$ cat src/design/pltc_pkg.sv
// Shared types and constants for the pedestrian traffic light controller.
package pltc_pkg;

    localparam int CFG_W     = 16;
    localparam int REG_COUNT = 8;
    localparam int REG_IDX_W = 3;

    typedef logic [CFG_W-1:0] cfg_word_t;

    typedef enum logic [2:0] {
        PH_RED        = 3'd0,
        PH_RED_YELLOW = 3'd1,
        PH_GREEN_WAIT = 3'd2,
        PH_GREEN_WALK = 3'd3,
        PH_YELLOW     = 3'd4
    } phase_t;

    localparam logic [REG_IDX_W-1:0] REG_RED_MS           = 3'd0;
    localparam logic [REG_IDX_W-1:0] REG_RED_YELLOW_MS    = 3'd1;
    localparam logic [REG_IDX_W-1:0] REG_YELLOW_MS        = 3'd2;
    localparam logic [REG_IDX_W-1:0] REG_WALK_MS          = 3'd3;
    localparam logic [REG_IDX_W-1:0] REG_RED_BEEP_ON      = 3'd4;
    localparam logic [REG_IDX_W-1:0] REG_RED_BEEP_PERIOD  = 3'd5;
    localparam logic [REG_IDX_W-1:0] REG_GRN_BEEP_ON      = 3'd6;
    localparam logic [REG_IDX_W-1:0] REG_GRN_BEEP_PERIOD  = 3'd7;

    localparam cfg_word_t CFG_RESET [REG_COUNT] = '{
        16'd10000, 16'd2000, 16'd2000, 16'd5000,
        16'd250,   16'd500,  16'd500,  16'd2000
    };

endpackage

$ cat src/design/pedestrian_traffic_light_controller_core.sv
// Pedestrian traffic light controller: phase sequencer, buzzer pattern and register port.
// Each result word is registered and shows in the cycle after its tick is accepted.
// Throughput: one tick per cycle while results are taken; the register frees when taken.
// The phase and buzzer counters advance in the same cycle that a tick is accepted.
// Reset (rst_n low, asynchronous): phase red, both counters zero, registers at defaults,
// result register empty.
module pedestrian_traffic_light_controller_core
    import pltc_pkg::*;
(
    input  logic        clk,
    input  logic        rst_n,
    // tick stream
    input  logic        s_tvalid,
    output logic        s_tready,
    input  logic [7:0]  s_tdata,   // [0] button_level, [7:1] zero
    // result stream
    output logic        m_tvalid,
    input  logic        m_tready,
    output logic [7:0]  m_tdata,   // [0] red_lamp, [1] yellow_lamp, [2] green_lamp,
                                   // [3] buzzer_on, [6:4] phase_now, [7] zero
    // register port
    input  logic        psel,
    input  logic        penable,
    input  logic        pwrite,
    input  logic [4:0]  paddr,
    input  logic [31:0] pwdata,
    output logic [31:0] prdata,
    output logic        pready
);

    cfg_word_t        cfg_reg [REG_COUNT];
    phase_t           phase_reg;
    phase_t           phase_next;
    logic [CFG_W-1:0] phase_elapsed_reg;
    logic [CFG_W-1:0] phase_elapsed_next;
    logic [CFG_W-1:0] beep_elapsed_reg;
    logic [CFG_W-1:0] beep_elapsed_next;
    logic             m_tvalid_reg;
    logic [7:0]       m_tdata_reg;
    logic [7:0]       m_tdata_next;

    logic             s_accept;
    logic             cfg_write;
    logic [REG_IDX_W-1:0] cfg_idx;
    logic             button;
    logic [CFG_W:0]   pe_inc;
    logic [CFG_W:0]   be_inc;
    logic [CFG_W-1:0] be_red_next;
    logic [CFG_W-1:0] be_grn_next;
    logic             buz_red;
    logic             buz_grn;
    logic             r_lamp;
    logic             y_lamp;
    logic             g_lamp;
    logic             buz;
    phase_t           phase_shown;

    assign pready    = 1'b1;
    assign cfg_idx   = paddr[4:2];
    assign cfg_write = psel & penable & pwrite & pready;
    assign prdata    = {16'd0, cfg_reg[cfg_idx]};

    assign s_tready = ~m_tvalid_reg | m_tready;
    assign s_accept = s_tvalid & s_tready;
    assign m_tvalid = m_tvalid_reg;
    assign m_tdata  = m_tdata_reg;
    assign button   = s_tdata[0];

    assign pe_inc = {1'b0, phase_elapsed_reg} + 17'd1;
    assign be_inc = {1'b0, beep_elapsed_reg} + 17'd1;

    assign be_red_next = (be_inc >= {1'b0, cfg_reg[REG_RED_BEEP_PERIOD]}) ? '0 : be_inc[CFG_W-1:0];
    assign be_grn_next = (be_inc >= {1'b0, cfg_reg[REG_GRN_BEEP_PERIOD]}) ? '0 : be_inc[CFG_W-1:0];
    assign buz_red     = beep_elapsed_reg < cfg_reg[REG_RED_BEEP_ON];
    assign buz_grn     = beep_elapsed_reg < cfg_reg[REG_GRN_BEEP_ON];

    always_ff @(posedge clk or negedge rst_n)
    begin
        if (!rst_n)
        begin
            for (int i = 0; i < REG_COUNT; i++)
            begin
                cfg_reg[i] <= CFG_RESET[i];
            end
        end
        else if (cfg_write)
        begin
            cfg_reg[cfg_idx] <= pwdata[CFG_W-1:0];
        end
    end

    always_ff @(posedge clk or negedge rst_n)
    begin
        if (!rst_n)
        begin
            phase_reg         <= PH_RED;
            phase_elapsed_reg <= '0;
            beep_elapsed_reg  <= '0;
        end
        else if (s_accept)
        begin
            phase_reg         <= phase_next;
            phase_elapsed_reg <= phase_elapsed_next;
            beep_elapsed_reg  <= beep_elapsed_next;
        end
    end

    always_comb
    begin
        phase_next         = phase_reg;
        phase_elapsed_next = pe_inc[CFG_W-1:0];
        beep_elapsed_next  = beep_elapsed_reg;
        r_lamp             = 1'b0;
        y_lamp             = 1'b0;
        g_lamp             = 1'b0;
        buz                = 1'b0;
        phase_shown        = phase_reg;
        unique case (phase_reg)
            PH_RED_YELLOW:
            begin
                r_lamp = 1'b1;
                y_lamp = 1'b1;
                if (pe_inc >= {1'b0, cfg_reg[REG_RED_YELLOW_MS]})
                begin
                    phase_next         = PH_GREEN_WAIT;
                    phase_elapsed_next = '0;
                    beep_elapsed_next  = '0;
                end
            end
            PH_GREEN_WAIT:
            begin
                g_lamp             = 1'b1;
                buz                = buz_grn;
                beep_elapsed_next  = be_grn_next;
                phase_elapsed_next = '0;
                if (button)
                begin
                    phase_next = PH_GREEN_WALK;
                end
            end
            PH_GREEN_WALK:
            begin
                g_lamp            = 1'b1;
                buz               = buz_grn;
                beep_elapsed_next = be_grn_next;
                if (pe_inc >= {1'b0, cfg_reg[REG_WALK_MS]})
                begin
                    phase_next         = PH_YELLOW;
                    phase_elapsed_next = '0;
                end
            end
            PH_YELLOW:
            begin
                y_lamp = 1'b1;
                if (pe_inc >= {1'b0, cfg_reg[REG_YELLOW_MS]})
                begin
                    phase_next         = PH_RED;
                    phase_elapsed_next = '0;
                    beep_elapsed_next  = '0;
                end
            end
            default:
            begin
                phase_shown       = PH_RED;
                phase_next        = PH_RED;
                r_lamp            = 1'b1;
                buz               = buz_red;
                beep_elapsed_next = be_red_next;
                if (pe_inc >= {1'b0, cfg_reg[REG_RED_MS]})
                begin
                    phase_next         = PH_RED_YELLOW;
                    phase_elapsed_next = '0;
                end
            end
        endcase
        m_tdata_next = {1'b0, phase_shown, buz, g_lamp, y_lamp, r_lamp};
    end

    always_ff @(posedge clk or negedge rst_n)
    begin
        if (!rst_n)
        begin
            m_tvalid_reg <= 1'b0;
        end
        else if (s_tready)
        begin
            m_tvalid_reg <= s_tvalid;
        end
    end

    always_ff @(posedge clk)
    begin
        if (s_accept)
        begin
            m_tdata_reg <= m_tdata_next;
        end
    end

`ifndef SYNTHESIS
    a_wait_to_walk: assert property (@(posedge clk) disable iff (!rst_n)
        s_accept && phase_reg == PH_GREEN_WAIT && s_tdata[0] |=> phase_reg == PH_GREEN_WALK)
        else $error("button in green wait did not start walk");

    a_wait_no_count: assert property (@(posedge clk) disable iff (!rst_n)
        phase_reg == PH_GREEN_WAIT |-> phase_elapsed_reg == '0)
        else $error("phase counter running in green wait");

    a_green_phase: assert property (@(posedge clk) disable iff (!rst_n)
        m_tvalid && m_tdata[2] |->
            m_tdata[6:4] == PH_GREEN_WAIT || m_tdata[6:4] == PH_GREEN_WALK)
        else $error("green lamp outside green phases");

    a_quiet_yellow: assert property (@(posedge clk) disable iff (!rst_n)
        m_tvalid && (m_tdata[6:4] == PH_YELLOW || m_tdata[6:4] == PH_RED_YELLOW)
            |-> !m_tdata[3])
        else $error("buzzer sounding in a yellow phase");

    a_result_follows: assert property (@(posedge clk) disable iff (!rst_n)
        s_accept |=> m_tvalid)
        else $error("accepted tick produced no result");
`endif

endmodule
$ cat config.mk
export PLATFORM = sky130hd
export DESIGN_NAME = pedestrian_traffic_light_controller_core
export DESIGN_NICKNAME = d
export VERILOG_FILES = /design/src/design/pltc_pkg.sv /design/src/design/pedestrian_traffic_light_controller_core.sv
export SDC_FILE = /design/constraint.sdc
export NUM_CORES = 1
export LEC_CHECK = 0
export BUFFER_PORTS_ARGS = -buffer_cell sky130_fd_sc_hd__buf_2
export CAP_MARGIN = 25
export CORE_ASPECT_RATIO = 0.6
export CORE_MARGIN = 2
export CORE_UTILIZATION = 57
export CTS_BUF_LIST = sky130_fd_sc_hd__clkbuf_8
export DETAILED_ROUTE_END_ITERATION = 7
export PLACE_DENSITY = 0.77
export SYNTH_ARGS = -nofsm -noshare
export SYNTH_HDL_FRONTEND = slang
export SYNTH_SLANG_ARGS = --single-unit
export TNS_END_PERCENT = 5
$ cat constraint.sdc
create_clock -name clk -period 4 [get_ports clk]
set_input_delay 0 -clock clk [delete_from_list [all_inputs] [get_ports clk]]
set_output_delay 0 -clock clk [all_outputs]
set_load 0.005 [all_outputs]
## Word level (Yosys, flattened, before mapping)

Cells that the tools add are included.

| storage, ports and cells | value |
|---|---|
| flip-flop bits (word level) | 171 |
| input port bits | 52 |
| output and inout bits | 43 |
| logic and storage cells | 73 |

| operators by class | value |
|---|---|
| $add $sub $neg | 2 |
| order comparisons | 10 |
| eq/ne operators | 8 |
| muxes and demuxes | 26 |
| bitwise logic cells | 6 |
| reduce and logical (&&, ||, !) cells | 7 |

Operators with widths:

| kind | number |
|---|---|
| $mux W16 | 11 |
| $bwmux W128 | 1 |
| $ge A17 B16 Y1 | 6 |
| $pmux W16 S4 | 1 |
| $bmux W16 S3 | 1 |
| $demux W16 S3 | 1 |
| $pmux W16 S3 | 1 |
| $add A16 B1 Y17 const B | 2 |
| $lt A16 B16 Y1 | 2 |
| $mux W3 | 4 |
| $pmux W3 S4 | 1 |
| $ne A2 B2 Y1 const B | 4 |
| $eq A3 B2 Y1 const B | 2 |
| $reduce_and A5 Y1 | 1 |
| $ge A4 B4 Y1 const B | 1 |
| $lt A4 B1 Y1 const B | 1 |
| $mux W1 | 4 |
| $not A3 Y4 | 1 |
| $reduce_or A2 Y1 | 2 |
| $reduce_or A4 Y1 | 1 |
| $and A1 B1 Y1 | 3 |
| $eq A3 B1 Y1 const B | 1 |
| $eq A3 B3 Y1 const B | 1 |
| $reduce_and A3 Y1 | 1 |
| other kinds (5) | 5 |

## Longest topological paths before layout

Gate-level depths: netlist (run 1).

| depth | value |
|---|---|
| depth in word-level cells | 6 |
| mapped depth | 17 |

## Least setup slack after synthesis (run 1)

No wires, ideal clock.

| timing | value |
|---|---|
| path kind | flip-flop to flip-flop |
| start | register phase_elapsed_reg[0] |
| end | register phase_reg[1] |
| data arrival time | 3.356 ns |
| data required time | 3.876 ns |
| setup slack | 0.520 ns |
| stages on the path, launching flop included | 16 |
| buffers on the path | 1 |
| period minus slack after synthesis | 3.480 ns |
| cells stage by stage | dfrtp_1 ha_1 nand3_4 nor3_1 and3_1 xnor2_1 inv_1 ha_1 a21o_1 a2111o_1 a211oi_2 o221ai_2 o211ai_2 buf_4 nor3_1 a211o_1 |

| on the way | value |
|---|---|
| longest elaborated chain between the ends | 4 |
| elaborated cells between the ends (all ways) | 8 |

RTL lines:

| item | line | RTL |
|---|---|---|
| start: declaration | pedestrian_traffic_light_controller_core.sv:34 | `logic [CFG_W-1:0] phase_elapsed_reg;` |
| start signal: assignment | pedestrian_traffic_light_controller_core.sv:103 | `phase_elapsed_reg <= phase_elapsed_next;` |
| $add A16 B1 Y17 (*) | pedestrian_traffic_light_controller_core.sv:69 | `assign pe_inc = {1'b0, phase_elapsed_reg} + 17'd1;` |
| $ge A17 B16 Y1 (on tied branches) | pedestrian_traffic_light_controller_core.sv:155, pedestrian_traffic_light_controller_core.sv:123, pedestrian_traffic_light_controller_core.sv:146 |  |
| $ne A2 B2 Y1 (no line) | n/a |  |
| $reduce_and A5 Y1 (no line) (*) | n/a |  |
| end signal: assignment | pedestrian_traffic_light_controller_core.sv:102 | `phase_reg <= phase_next;` |
| end: declaration | pedestrian_traffic_light_controller_core.sv:32 | `phase_t phase_reg;` |

Mark *: on every way between the ends. The rest lies on a longest branch, timed or not.
A chain may end at the register's enable or synchronous reset.

## Worst setup path after layout (run 1)

| timing | value |
|---|---|
| start | register beep_elapsed_reg[1] |
| end | register beep_elapsed_reg[11] |

| on the way | value |
|---|---|
| longest elaborated chain between the ends | 4 |
| elaborated cells between the ends (all ways) | 6 |

RTL lines:

| item | line | RTL |
|---|---|---|
| start: declaration | pedestrian_traffic_light_controller_core.sv:36 | `logic [CFG_W-1:0] beep_elapsed_reg;` |
| start signal: assignment | pedestrian_traffic_light_controller_core.sv:104 | `beep_elapsed_reg <= beep_elapsed_next;` |
| $add A16 B1 Y17 (*) | pedestrian_traffic_light_controller_core.sv:70 | `assign be_inc = {1'b0, beep_elapsed_reg} + 17'd1;` |
| $ge A17 B16 Y1 (on tied branches) | pedestrian_traffic_light_controller_core.sv:72, pedestrian_traffic_light_controller_core.sv:73 |  |
| $mux W16 (on tied branches) | pedestrian_traffic_light_controller_core.sv:72, pedestrian_traffic_light_controller_core.sv:73 |  |
| $pmux W16 S3 (*) | pedestrian_traffic_light_controller_core.sv:118 | `unique case (phase_reg)` |

Marks and branches as above.

==> flow_metrics.py, run 1 <==
metrics = {
    "drt": {
        "drc_errors": 0,
        "drtIter0Drc": 911,
        "wl_um": 31300,
        "firstDrtPassIters": 6,
        "viasPerCell": 5.91,
        "final_antenna_net_count": 0,
        "routedWlPerCell_um": 19.5,
        "dr_total_vias": 9484,
    },
    "final_layout": {
        "drive_gt1_share_pct": 17.2,
        "nets": 1507,
        "insertedDiodeCount": 0,
        "post-route-util_pct": 64.9,
        "largest_reg_flops": 128,
        "fin_area_um2": 12400,
        "syn_to_final_growth_pct": 11.2,
    },
    "logic_synthesis": {
        "synth_top_area_share_pct": 26.5,
        "syn_inst": 1252,
        "syn-cell-area_um2": 11100,
        "synth_top_family_by_area": "compound AO/OA/AOI/OAI gates",
        "yosys-top-cells-count": "nand2_1, o21ai_0, inv_1",
        "synth_top_area_cell": "dfrtp_1",
        "yosysMostFrequentCell": "nand2_1",
        "ys_seq_area_share_pct": 39.3,
        "synth.distinct_cells": 63,
        "synth-async-reset-ratio_pct": 95.9,
        "ys_ff_latch": 171,
        "synthMuxAreaShare_pct": 0.944,
        "synth_edf_count": 7,
        "synth_compound_area_share_pct": 18.5,
        "synth_area_leaders": "dfrtp_1, ha_1, dfstp_2",
        "ys.warnings.count": 0,
        "synth-simple-area-share_pct": 15.2,
        "synth_fa_ha_area_share_pct": 14.4,
        "yosys.area_share.xor_xnor_pct": 2.83,
        "synth_flop_cell": "dfrtp_1",
        "synth.avg_cell_area_um2": 8.89,
    },
    "floorplan": {
        "die_h_um": 112,
        "die-area_um2": 20700,
        "start_util_pct": 58.3,
        "ioPinCount": 95,
        "fp-row-count": 39,
        "core_um2": 19100,
        "die_w_um": 184,
    },
    "cts": {
        "clk_latency_ns": 0.51,
        "cts_max_path_buffers": 2,
        "numCtsBuffers": 17,
        "post_cts_buffers": 0,
        "root_buffer": "clkbuf_8",
        "h-tree-depth": 4,
        "tritoncts": "yes",
        "clk_pin_slew_ns": 0.09,
        "clock_sinks": 171,
    },
    "global_routing": {
        "grt.total_usage_pct": 31.5,
        "antenna_found_initial": 0,
        "grt_pass1_wl_um": 49300,
        "grt_max_degree": 94,
        "overflow": 0,
        "grt_pass1_vias": 8931,
    },
    "critical_path": {
        "arrival_ns": 4.17,
        "r2r-start": "beep_elapsed_reg[1]",
        "regToRegEndpoint": "beep_elapsed_reg[11]",
        "critPathLaunchType": "flip-flop",
        "critPathCaptureType": "flip-flop",
        "reg2regPathDepth": 15,
        "r2r_slack_ns": 0.23,
        "cp.required_ns": 4.40,
        "worst-path-max-fanout": 6,
        "critical_path_class": "flip-flop to flip-flop",
    },
    "power": {
        "leakagePower_nw": 6.00,
        "irDropWorstVdd_v": 0.000296,
        "power_mw": 5.44,
        "p_per_area_nw_per_um2": 439,
    },
    "timing": {
        "worst_slack_ns": 0.228,
        "hold_violations": 0,
        "min_period_ns": 3.77,
        "setup_violations": 0,
        "slew_headroom_pct": 34.0,
        "skew_ns": 0.0192,
        "fin_crit_sh_pct": 94.3,
        "maxSlewViolCount": 0,
        "worst_pin_slew_ns": 0.990,
        "setup_tns_ns": 0,
        "grt_setup_unrepaired": "no",
        "fmaxAchievable_mhz": 265,
    },
    "run": {
        "max_cap_viol_count": 0,
    },
    "placement": {
        "post_dp_cell_area_um2": 11800,
        "dp_hpwl_um": 23700,
        "numPortBuffers": 51,
        "place_congestion": 1.03,
        "place_ws_ns": 0.196,
    },
    "run_status": {
        "status": "complete, no violations",
    },
    "min_path": {
        "min_path_type": "primary input to async pin",
    },
}
[area by class of cell]
type	instances	area, um^2
fill	1583	6700
multi-input combinational	871	5940
sequential	171	4370
timing repair buffer	117	836
inverter	149	559
tap	266	333
clock buffer	18	248
clock inverter	14	92.6
[worst max-delay path by stage]
stage	depth (start not counted)	from	end	slack [ns]
2_1_floorplan	15	phase_elapsed_reg[0]	phase_reg[1]	0.52
3_3_place_gp	16	phase_elapsed_reg[3]	phase_elapsed_reg[2]	0.25
3_5_place_dp	16	phase_elapsed_reg[3]	phase_elapsed_reg[15]	0.20
4_1_cts	16	phase_elapsed_reg[3]	phase_elapsed_reg[0]	0.16
5_1_grt	14	phase_elapsed_reg[3]	phase_elapsed_reg[9]	0.02
6_report	15	beep_elapsed_reg[1]	beep_elapsed_reg[11]	0.23
[critical path: stages (launching register included)]
cell      delay (ns)
dfrtp_1         0.46
ha_1            0.20
nand3_1         0.17
nor4b_2         0.34
buf_4           0.17
nand4_1         0.11
xnor2_1         0.17
buf_4           0.15
ha_1            0.38
o21ai_0         0.13
nor2_1          0.25
o311ai_0        0.31
nand4_1         0.24
and2_1          0.34
nor4_1          0.09
a21o_1          0.16
[what timing repair did]
item / CTS / global route
hold endpoints to repair: 204 / 0
resized for setup: 0 / 12
hold buffers: 20 / 0
endpoints found under the setup margin: 0 / 25
[cell families (layout without fill, tap and decap cells)]
kind of cell	count (synthesis)	count (layout)
xor gates and xnor gates	36	36
DFF	171	171
other	2	18
and+or+nand+nor	350	350
muxes	9	9
buffers and inverters	227	298
adders and majority gates	128	128
AOI/OAI and AO/OA	329	330
[layer usage]
layer  track usage [%]  vias to the layer above  wire, um
li1                  -                     4461         -
met1              48.7                     4520     14600
met2              42.1                      462     12500
met3              9.12                       41      3620
met4              9.55                        0       566
met5                 0                        -         0
[metrics by stage]
step / hold slack (ns) / instances
after floorplan: -0.296 / 1268
after global placement: 0.159 / 1552
after detailed placement: 0.162 / 1553
after CTS: 0.125 / 1605
after global routing: 0.175 / 1606
final: 0.158 / 1606
[cells in the final DEF (no fill, tap or decap), drive strengths merged, types with 7 or more instances in the layout]
master,netlist,routed
edfxtp,7,7
nand3,22,22
nand2b,15,15
clkinv,1,9
inv,148,152
conb,2,18
a21oi,43,43
clkbuf,44,18
nand2,181,181
nor2,40,40
o21ai,171,171
dfstp,46,46
xnor2,13,13
nor3,22,22
ha,128,128
a22oi,65,65
buf,34,97
a21o,13,13
dfrtp,118,118
dlygate4sd3,0,20
mux2,9,9
nand4,39,39
xor2,23,23
[power by group]
| part | leakage (nW) | switching (mW) | internal [mW] | total (mW) |
|---|---|---|---|---|
| clock | 0.196 | 0.660 | 0.489 | 1.15 |
| sequential | 1.97 | 0.252 | 2.17 | 2.43 |
| combinational | 3.83 | 1.15 | 0.719 | 1.86 |
Power figures use the tool's default switching activity.
==> run 2, diff against run 1 <==
--- a/config.mk
+++ b/config.mk
@@ -8,11 +8,11 @@
 export BUFFER_PORTS_ARGS = -buffer_cell sky130_fd_sc_hd__buf_2
 export CAP_MARGIN = 25
 export CORE_ASPECT_RATIO = 0.6
-export CORE_MARGIN = 2
 export CORE_UTILIZATION = 57
 export CTS_BUF_LIST = sky130_fd_sc_hd__clkbuf_8
 export DETAILED_ROUTE_END_ITERATION = 7
 export PLACE_DENSITY = 0.77
+export RECOVER_POWER = 25
 export SYNTH_ARGS = -nofsm -noshare
 export SYNTH_HDL_FRONTEND = slang
 export SYNTH_SLANG_ARGS = --single-unit
==> run 2 against run 1 <==
  * The flow now finishes with violations (capacitance limit, slew limit)
  * Combinational power is essentially flat
  * Worst setup slack lost 0.014 ns
  * Global-route usage grew 1.1 points
  * Register-to-register slack is essentially flat
  * Utilization shrank 0.31 points
  * Wire length shrank 0.14%
  * Count of clock-buffer cells in the layout grew 1
  * Final area shrank 0.47%
  * Clock skew shrank 0.0068 ns
  * Critical path depth is the same
  * Largest power group unchanged
==> flow_metrics.py, run 2 (synthesis gave the netlist of run 1 again) <==
metrics = {
    "timing": {
        "worst_slack_ns": 0.214,
        "slew_headroom_pct": -70.7,
        "maxSlewViolCount": 100,
        "worst_pin_slew_ns": 2.56,
        "hold_violations": 0,
        "hold_ws_ns": 0.278,
        "min_period_ns": 3.79,
        "setup_violations": 0,
        "skew_ns": 0.0124,
        "fmaxAchievable_mhz": 264,
        "grt_setup_unrepaired": "yes",
        "fin_crit_sh_pct": 94.6,
    },
    "global_routing": {
        "grt.total_usage_pct": 32.6,
        "grt_max_degree": 104,
        "grt_pass1_wl_um": 49100,
        "grt_pass1_vias": 8830,
        "antenna_found_initial": 0,
        "overflow": 0,
    },
    "floorplan": {
        "die_h_um": 110,
        "start_util_pct": 58.3,
        "die_w_um": 182,
        "die-area_um2": 20100,
        "core_um2": 19100,
        "ioPinCount": 95,
        "fp-row-count": 39,
    },
    "drt": {
        "wl_um": 31200,
        "final_antenna_net_count": 0,
        "viasPerCell": 5.86,
        "drtIter0Drc": 950,
        "drc_errors": 0,
        "routedWlPerCell_um": 19.5,
        "firstDrtPassIters": 5,
        "dr_total_vias": 9397,
    },
    "cts": {
        "numCtsBuffers": 17,
        "clk_pin_slew_ns": 0.09,
        "root_buffer": "clkbuf_8",
        "clk_latency_ns": 0.48,
        "cts_max_path_buffers": 2,
        "clock_sinks": 171,
        "tritoncts": "yes",
        "h-tree-depth": 4,
        "post_cts_buffers": 0,
    },
    "critical_path": {
        "worst-path-max-fanout": 8,
        "critPathCaptureType": "flip-flop",
        "arrival_ns": 4.17,
        "critical_path_class": "flip-flop to flip-flop",
        "cp.required_ns": 4.38,
        "critPathLaunchType": "flip-flop",
    },
    "power": {
        "p_per_area_nw_per_um2": 458,
        "leakagePower_nw": 5.95,
        "irDropWorstVdd_v": 0.000260,
    },
    "final_layout": {
        "mostFrequentLayoutCell": "nand2_1",
        "layout_common_cells": "nand2_1, o21ai_0, inv_1",
        "syn_to_final_growth_pct": 10.7,
        "finalNonFillerCells": 1604,
        "seqCellArea_um2": 4370,
        "n_fill_cell": 1609,
        "largest_reg_flops": 128,
        "drive_gt1_share_pct": 14.9,
        "nets": 1504,
        "multi_input_area_um2": 5860,
        "fin_area_um2": 12300,
        "post-route-util_pct": 64.6,
    },
    "min_path": {
        "min_path_type": "primary input to flip-flop",
    },
    "run_status": {
        "failed_checks": "capacitance limit, slew limit",
        "status": "finished, violations left",
    },
    "placement": {
        "dp_hpwl_um": 23600,
        "place_congestion": 0.994,
        "numPortBuffers": 51,
        "post_dp_cell_area_um2": 11700,
        "place_ws_ns": 0.193,
        "dp_cells": 1548,
    },
    "run": {
        "max_cap_viol_count": 1,
    },
}
-- run 2: cell types whose count changed in the layout (fill, tap and decap cells not counted), sizes merged --
cell,delta
dlygate4sd3,+1
bufinv,+3
diode,+1
inv,+1
buf,-21
o311ai,-1
clkbuf,+19
clkinv,-5
-- run 2: worst paths after layout --
check                                          from                    to  slack [ns]  cells past startpoint
worst max-delay path            beep_elapsed_reg[2]  beep_elapsed_reg[11]        0.21                     15
worst min-delay path                         pwrite           cfg_reg[64]        0.28                      4
worst max register to register  beep_elapsed_reg[2]  beep_elapsed_reg[11]        0.21                     15
worst min register to register          cfg_reg[67]           cfg_reg[67]        0.52                      2
max in group asynchronous                     rst_n  phase_elapsed_reg[3]        0.68                      4
min in group asynchronous                     rst_n           cfg_reg[41]        0.40                      3
-- run 2: layout make-up --
cell class	instances	share of cell area [%]
clock inverters	13	1.31
inverters	149	4.54
multi-input cells	870	47.5
repair buffers	115	6.28
diodes	1	0.0203
well taps	266	2.70
flip-flops and latches	171	35.5
clock buffers	19	2.12
-- run 2: routing by layer --
metal  up-vias  part of all wire, %  global-route usage (%)
li1       4442                    -                       -
met4         0                  1.3                    7.56
met5         -                    0                       0
met2       404                   41                    47.4
met1      4523                   48                    48.5
met3        28                  9.2                    8.25
-- run 2: per-stage QoR --
step / setup TNS (ns) / total power [mW]
3_3_place_gp: 0 / 4.14
5_1_grt: -0.0481 / 5.99
2_1_floorplan: 0 / 3.55
4_1_cts: 0 / 5.60
3_5_place_dp: 0 / 4.23
6_report: 0 / 5.64
-- run 2: repair_timing --
action | CTS | global route
hold buffers | 20 | 1
setup endpoints to repair | 0 | 32
resized for setup | 0 | 9
endpoints found under the hold margin | 209 | 2
-- run 2: worst max-delay path, stage by stage (launching register included) --
cell and delay, ns:
dfrtp_1 0.51, nand2_1 0.13, nor2_1 0.16, and3_1 0.21
nand3_1 0.22, nor2_1 0.22, xnor2_1 0.17, inv_1 0.11
ha_1 0.28, nand3_1 0.12, nor3_2 0.41, o311ai_0 0.34
nand4_1 0.24, and2_1 0.33, nor4_1 0.08, a21o_1 0.16
-- run 2: where the power goes --
| part | leakage (nW) | internal [mW] | total [mW] | switching, mW |
|---|---|---|---|---|
| registers | 1.97 | 2.17 | 2.44 | 0.262 |
| logic | 3.75 | 0.713 | 1.86 | 1.14 |
| clock network | 0.232 | 0.699 | 1.35 | 0.648 |
| total | 5.95 | 3.59 | 5.64 | 2.05 |
